<file path="src/design/btc_pkg.sv">
// Shared constants, types and helpers for the block transposition cipher.
// Used by every module of the block; depends on nothing.
package btc_pkg;

  localparam int MAX_BLOCK = 16;
  localparam int IDX_W     = $clog2(MAX_BLOCK);
  localparam int CNT_W     = IDX_W + 1;
  localparam int BUF_AW    = IDX_W + 1;
  localparam int PERM_W    = MAX_BLOCK * IDX_W;
  localparam int LEN_W     = 5;
  localparam int CFG_IDX_W = 2;
  localparam int CFG_DW    = 64;

  localparam logic [7:0] PAD_BYTE = 8'h20;

  localparam logic [CFG_IDX_W-1:0] REG_BLOCK_LEN = 2'd0;
  localparam logic [CFG_IDX_W-1:0] REG_PERM      = 2'd1;
  localparam logic [CFG_IDX_W-1:0] REG_DECRYPT   = 2'd2;

  localparam logic [PERM_W-1:0] PERM_RESET = 64'hFEDC_BA98_7654_3210;
  localparam logic [LEN_W-1:0]  LEN_RESET  = 5'd1;

  // One closed block awaiting emission
  typedef struct packed {
    logic             bank;
    logic [CNT_W-1:0] held;
  } desc_t;

  // Buffer write from the front
  typedef struct packed {
    logic              en;
    logic [BUF_AW-1:0] addr;
    logic [7:0]        data;
  } wr_t;

  // Back status
  typedef struct packed {
    logic hold_v;
    logic flush;
  } back_st_t;

  function automatic logic [CNT_W-1:0] eff_len(input logic [LEN_W-1:0] blen);
    logic [CNT_W-1:0] k;
    if (blen == '0) begin
      k = CNT_W'(1);
    end else if (blen > LEN_W'(MAX_BLOCK)) begin
      k = CNT_W'(MAX_BLOCK);
    end else begin
      k = CNT_W'(blen);
    end
    return k;
  endfunction

  function automatic logic [IDX_W-1:0] perm_entry(input logic [PERM_W-1:0] perm,
                                                  input logic [IDX_W-1:0]  j);
    return perm[j*IDX_W +: IDX_W];
  endfunction

endpackage

</file>
<file path="src/design/btc_front.sv">
// Front end: counts bytes into the current block, writes them to the
// buffer bank being filled and closes blocks. Depends on btc_pkg.
module btc_front (
  input  logic                   clk,
  input  logic                   rst_n,
  input  logic [btc_pkg::CNT_W-1:0] k,
  input  logic                   in_tvalid,
  output logic                   in_tready,
  input  logic [7:0]             in_tdata,   // [7:0] text_byte
  input  logic                   in_tlast,   // end_of_text
  input  logic                   q_full,
  output logic                   push,
  output btc_pkg::desc_t         push_desc,
  output btc_pkg::wr_t           wr,
  output logic                   wbank
);
  import btc_pkg::*;

  logic [CNT_W-1:0] fill_r, fill_nxt;
  logic             wbank_r, wbank_nxt;
  logic [CNT_W-1:0] fill_inc;
  logic             accept;
  logic             close;

  assign in_tready = !q_full;
  assign accept    = in_tvalid && in_tready;
  assign fill_inc  = fill_r + CNT_W'(1);
  assign close     = (fill_inc >= k) || in_tlast;
  assign push      = accept && close;
  assign wbank     = wbank_r;

  assign push_desc.bank = wbank_r;
  assign push_desc.held = (fill_inc < k) ? fill_inc : k;

  assign wr.en   = accept;
  assign wr.addr = {wbank_r, fill_r[IDX_W-1:0]};
  assign wr.data = in_tdata;

  always_comb begin
    fill_nxt  = fill_r;
    wbank_nxt = wbank_r;
    if (push) begin
      fill_nxt  = '0;
      wbank_nxt = !wbank_r;
    end else if (accept) begin
      fill_nxt = fill_inc;
    end
  end

  always_ff @(posedge clk) begin
    if (!rst_n) begin
      fill_r  <= '0;
      wbank_r <= 1'b0;
    end else begin
      fill_r  <= fill_nxt;
      wbank_r <= wbank_nxt;
    end
  end

endmodule

</file>
<file path="src/design/btc_queue.sv">
// Two-entry queue of closed-block descriptors between front and back.
// Depends on btc_pkg.
module btc_queue (
  input  logic           clk,
  input  logic           rst_n,
  input  logic           push,
  input  btc_pkg::desc_t push_desc,
  input  logic           pop,
  output logic           q_valid,
  output logic           q_full,
  output btc_pkg::desc_t head,
  output logic [1:0]     count
);
  import btc_pkg::*;

  desc_t      ent_r [2];
  logic       wptr_r, wptr_nxt;
  logic       rptr_r, rptr_nxt;
  logic [1:0] cnt_r, cnt_nxt;

  assign q_valid = (cnt_r != 2'd0);
  assign q_full  = (cnt_r == 2'd2);
  assign head    = ent_r[rptr_r];
  assign count   = cnt_r;

  always_comb begin
    wptr_nxt = push ? !wptr_r : wptr_r;
    rptr_nxt = pop ? !rptr_r : rptr_r;
    cnt_nxt  = cnt_r + 2'(push) - 2'(pop);
  end

  always_ff @(posedge clk) begin
    if (push) begin
      ent_r[wptr_r] <= push_desc;
    end
  end

  always_ff @(posedge clk) begin
    if (!rst_n) begin
      wptr_r <= 1'b0;
      rptr_r <= 1'b0;
      cnt_r  <= 2'd0;
    end else begin
      wptr_r <= wptr_nxt;
      rptr_r <= rptr_nxt;
      cnt_r  <= cnt_nxt;
    end
  end

endmodule

</file>
<file path="src/design/btc_back.sv">
// Back end: holds the two-bank block buffer, walks each closed block in
// output order and drives the result register. Depends on btc_pkg.
module btc_back (
  input  logic                        clk,
  input  logic                        rst_n,
  input  logic [btc_pkg::CNT_W-1:0]   k,
  input  logic [btc_pkg::PERM_W-1:0]  perm,
  input  logic                        decrypt,
  input  btc_pkg::wr_t                wr,
  input  logic                        q_valid,
  input  btc_pkg::desc_t              head,
  output logic                        pop,
  output btc_pkg::back_st_t           st,
  output logic                        out_tvalid,
  input  logic                        out_tready,
  output logic [7:0]                  out_tdata,  // [7:0] out_byte
  output logic                        out_tlast   // last_of_block
);
  import btc_pkg::*;

  logic [7:0]       buf_mem [2*MAX_BLOCK];

  logic [IDX_W-1:0] idx_r, idx_nxt;
  logic             flush_r, flush_nxt;
  logic             hold_v_r, hold_v_nxt;
  logic [7:0]       hold_b_r;
  logic             hold_pad_r, hold_pad_nxt;
  logic             out_v_r, out_v_nxt;
  logic [7:0]       out_b_r, out_b_nxt;
  logic             out_l_r, out_l_nxt;

  logic             out_free;
  logic             step;
  logic             fin;
  logic             last_idx;
  logic [IDX_W-1:0] p;
  logic             found;
  logic [IDX_W-1:0] inv;
  logic [IDX_W-1:0] src;
  logic             cand_v;
  logic             cand_pad;
  logic             load_hold;
  logic             push_out;

  always_ff @(posedge clk) begin
    if (wr.en) begin
      buf_mem[wr.addr] <= wr.data;
    end
  end

  assign out_free  = !out_v_r || out_tready;
  assign step      = q_valid && !flush_r && out_free;
  assign fin       = flush_r && out_free;
  assign pop       = fin;
  assign last_idx  = ({1'b0, idx_r} == (k - CNT_W'(1)));
  assign p         = perm_entry(perm, idx_r);
  assign load_hold = step && cand_v;

  // Inverse entry: last j below k whose permutation entry names this position
  always_comb begin
    found = 1'b0;
    inv   = '0;
    for (int j = 0; j < MAX_BLOCK; j++) begin
      if ((CNT_W'(j) < k) && (perm_entry(perm, IDX_W'(j)) == idx_r)) begin
        found = 1'b1;
        inv   = IDX_W'(j);
      end
    end
  end

  always_comb begin
    src = decrypt ? inv : p;
    if (decrypt) begin
      cand_v   = found && ({1'b0, inv} < head.held);
      cand_pad = 1'b0;
    end else begin
      cand_v   = 1'b1;
      cand_pad = !({1'b0, p} < head.held);
    end
  end

  // One beat is held back so the block's final beat can carry tlast
  always_comb begin
    idx_nxt      = idx_r;
    flush_nxt    = flush_r;
    hold_v_nxt   = hold_v_r;
    hold_pad_nxt = hold_pad_r;
    push_out     = 1'b0;
    out_l_nxt    = out_l_r;
    out_b_nxt    = out_b_r;
    if (step) begin
      idx_nxt   = last_idx ? '0 : idx_r + IDX_W'(1);
      flush_nxt = last_idx;
      if (cand_v) begin
        push_out     = hold_v_r;
        out_l_nxt    = 1'b0;
        hold_v_nxt   = 1'b1;
        hold_pad_nxt = cand_pad;
      end
    end else if (fin) begin
      flush_nxt  = 1'b0;
      hold_v_nxt = 1'b0;
      push_out   = hold_v_r;
      out_l_nxt  = 1'b1;
    end
    if (push_out) begin
      out_b_nxt = hold_pad_r ? PAD_BYTE : hold_b_r;
    end
    out_v_nxt = push_out ? 1'b1 : (out_tready ? 1'b0 : out_v_r);
  end

  // Registered buffer read into the held-back beat
  always_ff @(posedge clk) begin
    if (load_hold) begin
      hold_b_r <= buf_mem[{head.bank, src}];
    end
    hold_pad_r <= hold_pad_nxt;
    out_b_r    <= out_b_nxt;
    out_l_r    <= out_l_nxt;
  end

  always_ff @(posedge clk) begin
    if (!rst_n) begin
      idx_r    <= '0;
      flush_r  <= 1'b0;
      hold_v_r <= 1'b0;
      out_v_r  <= 1'b0;
    end else begin
      idx_r    <= idx_nxt;
      flush_r  <= flush_nxt;
      hold_v_r <= hold_v_nxt;
      out_v_r  <= out_v_nxt;
    end
  end

  assign out_tvalid = out_v_r;
  assign out_tdata  = out_b_r;
  assign out_tlast  = out_l_r;
  assign st.hold_v  = hold_v_r;
  assign st.flush   = flush_r;

endmodule

</file>
<file path="src/design/block_transposition_cipher.sv">
// Top level of the block transposition cipher: configuration registers,
// front end, descriptor queue and back end. Depends on btc_pkg.
//
// Usage:
//   in_*  : one text byte per beat, in_tlast marks the final byte of the
//           text and closes a partial block.
//   out_* : permuted bytes; out_tlast is set on the last beat of a block.
//   cfg_* : register writes (0 block length, 1 permutation table,
//           2 decrypt mode), always ready; write only while idle.
// Throughput: one input beat per cycle while fewer than two closed blocks
//   wait; the bytes go to one of two buffer banks. For each block the back
//   end steps once per output position, plus a closing step that
//   releases the held-back final beat.
// Order: a closed block's descriptor is registered in the queue; each byte
//   then passes through the held-back beat into the output register.
// Reset: synchronous, active low; clears the fill count, the queue and the
//   output valid flag and loads the register reset values.
// Receiver stall: the output register holds its beat; the back end stops
//   walking, the queue fills and then in_tready drops.
module block_transposition_cipher (
  input  logic                          clk,
  input  logic                          rst_n,
  input  logic                          in_tvalid,
  output logic                          in_tready,
  input  logic [7:0]                    in_tdata,   // [7:0] text_byte
  input  logic                          in_tlast,   // end_of_text
  output logic                          out_tvalid,
  input  logic                          out_tready,
  output logic [7:0]                    out_tdata,  // [7:0] out_byte
  output logic                          out_tlast,  // last_of_block
  input  logic                          cfg_valid,
  output logic                          cfg_ready,
  input  logic [btc_pkg::CFG_IDX_W-1:0] cfg_index,
  input  logic [btc_pkg::CFG_DW-1:0]    cfg_data
);
  import btc_pkg::*;

  logic [LEN_W-1:0]  blen_r;
  logic [PERM_W-1:0] perm_r;
  logic              decrypt_r;
  logic [CNT_W-1:0]  k;

  logic       push;
  desc_t      push_desc;
  wr_t        wr;
  logic       wbank;
  logic       q_valid;
  logic       q_full;
  desc_t      head;
  logic [1:0] q_count;
  logic       pop;
  back_st_t   back_st;

  assign cfg_ready = 1'b1;
  assign k         = eff_len(blen_r);

  always_ff @(posedge clk) begin
    if (!rst_n) begin
      blen_r    <= LEN_RESET;
      perm_r    <= PERM_RESET;
      decrypt_r <= 1'b0;
    end else if (cfg_valid && cfg_ready) begin
      case (cfg_index)
        REG_BLOCK_LEN: blen_r    <= cfg_data[LEN_W-1:0];
        REG_PERM:      perm_r    <= cfg_data[PERM_W-1:0];
        REG_DECRYPT:   decrypt_r <= cfg_data[0];
        default: ;
      endcase
    end
  end

  btc_front u_front (
    .clk       (clk),
    .rst_n     (rst_n),
    .k         (k),
    .in_tvalid (in_tvalid),
    .in_tready (in_tready),
    .in_tdata  (in_tdata),
    .in_tlast  (in_tlast),
    .q_full    (q_full),
    .push      (push),
    .push_desc (push_desc),
    .wr        (wr),
    .wbank     (wbank)
  );

  btc_queue u_queue (
    .clk       (clk),
    .rst_n     (rst_n),
    .push      (push),
    .push_desc (push_desc),
    .pop       (pop),
    .q_valid   (q_valid),
    .q_full    (q_full),
    .head      (head),
    .count     (q_count)
  );

  btc_back u_back (
    .clk        (clk),
    .rst_n      (rst_n),
    .k          (k),
    .perm       (perm_r),
    .decrypt    (decrypt_r),
    .wr         (wr),
    .q_valid    (q_valid),
    .head       (head),
    .pop        (pop),
    .st         (back_st),
    .out_tvalid (out_tvalid),
    .out_tready (out_tready),
    .out_tdata  (out_tdata),
    .out_tlast  (out_tlast)
  );

`ifndef SYNTHESIS
  // The bank being filled must never be the one the back end is reading
  a_bank_split: assert property (@(posedge clk) disable iff (!rst_n)
    (q_count == 2'd1) |-> (head.bank != wbank))
    else $error("front writes the bank under emission");

  a_q_bound: assert property (@(posedge clk) disable iff (!rst_n)
    q_count != 2'd3)
    else $error("descriptor queue overflow");

  a_back_idle: assert property (@(posedge clk) disable iff (!rst_n)
    !q_valid |-> (!back_st.hold_v && !back_st.flush))
    else $error("back end holds a beat with no block queued");

  a_no_pop_empty: assert property (@(posedge clk) disable iff (!rst_n)
    pop |-> q_valid)
    else $error("queue popped while empty");
`endif

endmodule
</file>
<file path="config.mk">
export PLATFORM = sky130hd
export DESIGN_NAME = block_transposition_cipher
export DESIGN_NICKNAME = d
export VERILOG_FILES = /design/src/design/btc_pkg.sv /design/src/design/btc_front.sv /design/src/design/btc_queue.sv /design/src/design/btc_back.sv /design/src/design/block_transposition_cipher.sv
export SDC_FILE = /design/constraint.sdc
export NUM_CORES = 1
export LEC_CHECK = 0
export BUFFER_PORTS_ARGS = -buffer_cell sky130_fd_sc_hd__buf_2
export CAP_MARGIN = 0
export CORE_UTILIZATION = 45
export CTS_BUF_LIST = sky130_fd_sc_hd__clkbuf_16
export CTS_CLUSTER_SIZE = 8
export DETAILED_ROUTE_END_ITERATION = 10
export PLACE_DENSITY_LB_ADDON = 0.25
export SETUP_SLACK_MARGIN = 0.1
export SLEW_MARGIN = 20
export SYNTH_ARGS = -nofsm -noshare
export SYNTH_HDL_FRONTEND = slang
export SYNTH_HIERARCHICAL = 1
export SYNTH_SLANG_ARGS = --single-unit
</file>
<file path="constraint.sdc">
create_clock -name clk -period 6 [get_ports clk]
set_input_delay 1.2 -clock clk [delete_from_list [all_inputs] [get_ports clk]]
set_output_delay 1.2 -clock clk [all_outputs]
set_load 0.02 [all_outputs]
</file>
Yosys cells after proc, flatten, opt, wreduce, memory -nomap -nowiden
Memories as Yosys holds them, arrays and structs flattened. A register that Yosys moved wholly into a read port is not among the register bits.
Cells that the tools add are included.
{"block": "op_classes", "add_sub_neg": 5, "order_cmp": 21, "eq_ne": 21, "n_shift": 1, "mux": 55, "bitwise": 1, "n_reduce_logical": 43}
{"cell": "$eq 4x4->1", "count": 16}
{"cell": "$shiftx 64x7->4", "count": 1}
{"cell": "$lt 4x5->1 const A", "count": 8}
{"cell": "$mux 4", "count": 10}
{"cell": "$mux 1", "count": 36}
{"cell": "$logic_and 1x1->1", "count": 23}
{"cell": "$lt 3x5->1 const A", "count": 4}
{"cell": "$mux 5", "count": 3}
{"cell": "$mux 3", "count": 4}
{"cell": "$lt 1x5->1 const A", "count": 2}
{"cell": "$lt 2x5->1 const A", "count": 2}
{"cell": "$lt 4x5->1", "count": 2}
{"cell": "$reduce_and 2->1", "count": 5}
{"cell": "$logic_not 1->1", "count": 7}
{"cell": "$reduce_bool 2->1", "count": 3}
{"cell": "$add 5x1->5 const B", "count": 1}
{"cell": "$eq 4x5->1", "count": 1}
{"cell": "$ge 5x5->1", "count": 1}
{"cell": "$gt 5x5->1 const B", "count": 1}
{"cell": "$logic_not 5->1", "count": 1}
{"cell": "$lt 5x5->1", "count": 1}
{"cell": "$sub 5x1->5 const B", "count": 1}
{"cell": "$add 4x1->4 const B", "count": 1}
{"cell": "$eq 2x2->1 const B", "count": 2}
{"cell": "9 further kinds", "count": 11}
{"block": "word_totals", "regBits": 97, "ram_bits": 268, "output_inout_bits": 12, "word_cells": 164, "n_memories": 2}
{"name": "u_back.buf_mem", "depth": 32, "width": 8, "rd": 1, "rd_ports_with_merged_regs": 1, "write_ports": 1, "line": "btc_back.sv:21", "source": "logic [7:0] buf_mem [2*MAX_BLOCK];"}
{"name": "u_queue.ent_r", "depth": 2, "width": 6, "rd": 1, "rd_ports_with_merged_regs": 1, "write_ports": 1, "line": "btc_queue.sv:16", "source": "desc_t ent_r [2];"}

Depth between registers and ports, before layout
{"block": "depth", "depth_word": 26, "depth_mapped": 17, "mapped_depth_nobuf": 15}

Modules after synthesis
Netlist, hierarchy kept.
{"module": "btc_back", "n_inst": 1, "cells_per_inst": 1157, "area_per_inst_um2": 14969.4, "seq_area_each_um2": 8368.0}
{"module": "block_transposition_cipher", "n_inst": 1, "cells_per_inst": 317, "area_per_inst_um2": 2997.9, "seq_area_each_um2": 1401.3}
{"module": "btc_queue", "n_inst": 1, "cells_per_inst": 40, "area_per_inst_um2": 660.6, "seq_area_each_um2": 460.4}
{"module": "btc_front", "n_inst": 1, "cells_per_inst": 74, "area_per_inst_um2": 636.9, "seq_area_each_um2": 120.1}

Least setup slack after synthesis
Ideal clock, no wire load.
{"block": "synth_path", "path_kind": "flip-flop to flip-flop", "start": "reg blen_r[1]", "end": "reg u_back.out_b_r[0], in the netlist u_back/out_tdata[0], enable pin", "arrival_time_ps": 3760, "t_required_ps": 5615, "setup_slack_ps": 1855, "stages_incl_launch_ff": 16, "path_buffers": 3, "period_less_slack_ps": 4145, "path_cell_list": "dfxtp_1 or3_1 a21oi_1 buf_2 a41oi_1 nor3_1 nand3_1 nand2_1 clkbuf_1 clkbuf_1 or2_2 ha_1 and4b_1 a21oi_1 o21ai_0 a21boi_0"}
{"block": "synth_between", "elab_chain_len": 25, "word_cells_on_any_way": 72}
{"element": "start: declaration", "line": "block_transposition_cipher.sv:38", "source": "logic [LEN_W-1:0] blen_r;"}
{"element": "start signal: assignment", "line": "block_transposition_cipher.sv:64", "source": "REG_BLOCK_LEN: blen_r <= cfg_data[LEN_W-1:0];"}
{"element": "$gt 5x5->1", "line": "btc_pkg.sv:46", "source": "end else if (blen > LEN_W'(MAX_BLOCK)) begin"}
{"element": "$mux 5", "line": "btc_pkg.sv:46"}
{"element": "$mux 5 *", "line": "btc_pkg.sv:44", "source": "if (blen == '0) begin"}
{"element": "net k[0]", "line": "block_transposition_cipher.sv:41", "source": "logic [CNT_W-1:0] k;"}
{"element": "$lt 1x5->1", "line": "btc_back.sv:64", "source": "if ((CNT_W'(j) < k) && (perm_entry(perm, IDX_W'(j)) == idx_r)) begin"}
{"element": "$logic_and 1x1->1", "line": "btc_back.sv:64"}
{"element": "$mux 1", "line": "btc_back.sv:64"}
{"element": "$mux 2 or $mux 1 (tied branches) (2 in a row)", "line": "btc_back.sv:64"}
{"element": "$mux 3 or $mux 1 (tied branches) (4 in a row)", "line": "btc_back.sv:64"}
{"element": "$mux 4 or $mux 1 (tied branches) (8 in a row)", "line": "btc_back.sv:64"}
{"element": "$lt 4x5->1 or $mux 1 (tied branches)", "line": "btc_back.sv:74, btc_back.sv:64"}
{"element": "$logic_and 1x1->1 *", "line": "btc_back.sv:74", "source": "cand_v = found && ({1'b0, inv} < head.held);"}
{"element": "$mux 1 *", "line": "btc_back.sv:73", "source": "if (decrypt) begin"}
{"element": "$mux 1 *", "line": "btc_back.sv:94", "source": "if (cand_v) begin"}
{"element": "$mux 1 *", "line": "btc_back.sv:91", "source": "if (step) begin"}
{"element": "end signal: assignment", "line": "btc_back.sv:118", "source": "out_b_r <= out_b_nxt;"}
{"element": "end: declaration", "line": "btc_back.sv:29", "source": "logic [7:0] out_b_r, out_b_nxt;"}
Mark *: on every way through the listed nets, which the timed path passes. The rest lies on a longest branch.
A chain may end at the register's enable or synchronous reset.

Worst setup path after layout
{"block": "layout_path", "start": "reg blen_r[1]", "end": "reg u_back.out_b_r[3], in the netlist u_back/out_tdata[3], enable pin"}
Same word-level chain as after synthesis.

==> impl_metrics.yaml <==
detailed_routing:
  ant_nets: 0
  routedWlPerCell_um: 22.1
  dr.first_iter.drc_count: 959
  via_count: 13300
  wirelength_um: 48200
  first_pass_iters: 5
  vias_per_cell: 6.08
  drc: 0
layout:
  fin_nets: 1714
  final_cell_mix: "286 x edfxtp_1, 117 x mux2i_1, 113 x nand2_1, 89 x buf_2, 86 x dfxtp_1"
  multi_input_area_um2: 7860
  final_common_cell: "edfxtp_1"
  syn2layout_area_growth_pct: 10.3
  antenna_cells: 0
  fin_util_pct: 50.5
  fin_area_um2: 21200
  seq_area_um2: 10400
  drive_gt1_share_pct: 16.0
  num-fill-cells: 3657
timing:
  maxSlewViolCount: 0
  max_freq_mhz: 186
  clock_skew_ns: 0.0161
  finalHoldViolations: 0
  timing.hold.ws_ns: 0.474
  worst_slew_pin_slew_ns: 1.06
  post-route-min-period_ns: 5.38
  fin_ws_ns: 0.622
  setup_viol: 0
  rsz0062_at_grt: "false"
  finalSetupTns_ns: 0
  relSlewSlack_pct: 29.3
  period_share_pct: 89.6
clock_tree:
  clockBufferDepth: 3
  cts_tree: "yes"
  postCtsSetupBuffers: 0
  ctsHoldBuffers: 0
  cts-buffers-inserted: 52
  clock-sinks: 374
  clock_latency_ns: 0.58
  ctsRootBufferMaster: "clkbuf_16"
  h-tree-depth: 2
  cts_resized: 0
  clk_pin_slew_ns: 0.05
worst_setup_path:
  crit_type: "reg2reg"
  cp_cell_sequence: "or3_1 > a21oi_1 > a21o_1 > a21oi_1 > nor4_1 > nor4_2 > a21boi_0 > inv_1 > ha_1 > a21o_1 > a21oi_1 > o32ai_1 > a21oi_1 > o21ai_0 > buf_4 > a21boi_1"
  cp.required_ns: 6.21
  start_kind: "register"
  critPathBufInv: 2
  cp_top_family: "compound AO/OA/AOI/OAI gates"
  max_stage_delay_ns: 0.75
  cp_common_cell: "a21oi_1"
  crit_path_max_fanout: 11
  critPathSlowestCell: "a21boi_1"
  end_kind: "register"
  worstRegToRegCells: 16
  crit_arrival_ns: 5.58
  critical_path_cell_count: 16
power:
  power_leakage_nw: 7.41
  ir_drop_mv: 0.200
  power.density_nw_per_um2: 347
place:
  place.gp.congestion: 0.856
  place_ws_ns: 0.712
  dp_hpwl_um: 31600
  numPortBuffers: 90
  placed_cell_area_um2: 19800
floorplan:
  core_area_um2: 42000
  ioPinCount: 92
  rows: 75
  start_util_pct: 45.8
  die_area_um2: 43600
  fp.dieH_um: 209
  dieWidth_um: 209
global_route:
  grt_max_degree: 80
  grt_pass1_vias: 12700
  grt_pass1_wl_um: 74100
  antenna_found_initial: 0
  grt_usage_pct: 21.9
  grt.overflow.total: 0
hold_path:
  holdPathStages: 2
  min_path_type: "reg2reg"
yosys:
  syn_avg_cell_area_um2: 12.1
  syn-num-nets: 1683
  yosys_warnings: 6
  syn-instance-count: 1586
  syn_area_um2: 19200
run_status:
  status: "completed"
flow_run:
  drv_cap: 0
-- flip-flops by register name, indices dropped and copies added, names as in the netlist, 2 cells and up, named ones only --
signal	flops
u_queue/count	2
u_back/idx_r	4
blen_r	5
perm_r	64
u_back/buf_mem	256
u_back/hold_b_r	8
u_queue/ent_r	12
u_back/out_tdata	8
u_front/fill_r	5
-- power breakdown --
group          switching (mW)  total [mW]  leakage, nW  internal [mW]
Combinational           0.948        1.64         3.31          0.689
Clock                    1.05        2.61        0.796           1.56
Sequential              0.124        3.11         3.31           2.98
-- layer usage --
layer / vias to the layer above / GRT usage (%) / wire [um] / part of all wire [%]
li1: 6171 / - / - / -
met1: 6618 / 30.6 / 21600 / 45
met2: 407 / 35.1 / 22700 / 47
met3: 65 / 3.59 / 2860 / 5.9
met4: 0 / 6.64 / 981 / 2.0
met5: - / 0 / 0 / 0
-- metrics by stage --
stage	cells	power, mW
final	2181	7.36
after global routing	2181	7.67
after CTS	2181	7.41
after detailed placement	2102	4.78
after floorplan	1586	4.39
after global placement	2102	4.76
-- worst reg2reg max path, delay by kind of cell, from the launching register on --
family / cells / cell delay [ns]
compound gates: 10 / 2.85
simple gates: 3 / 1.22
buf+inv: 2 / 0.33
flops: 1 / 0.31
fa+ha+maj: 1 / 0.30
-- cell type report --
type	instances	area share [%]
clock buffers	53	6.25
clock inverters	26	0.642
inverters	55	0.972
multi-input cells	1015	37.0
flip-flops and latches	374	48.8
well taps	539	3.18
repair buffers	119	3.22
-- final timing paths --
path              slack [ns]      start             endpoint
setup / recovery        0.62  blen_r[1]  u_back/out_tdata[3]
hold / removal          0.47  blen_r[1]            blen_r[1]
setup reg to reg        0.62  blen_r[1]  u_back/out_tdata[3]
hold reg to reg         0.47  blen_r[1]            blen_r[1]
Power figures use the tool's default switching activity.
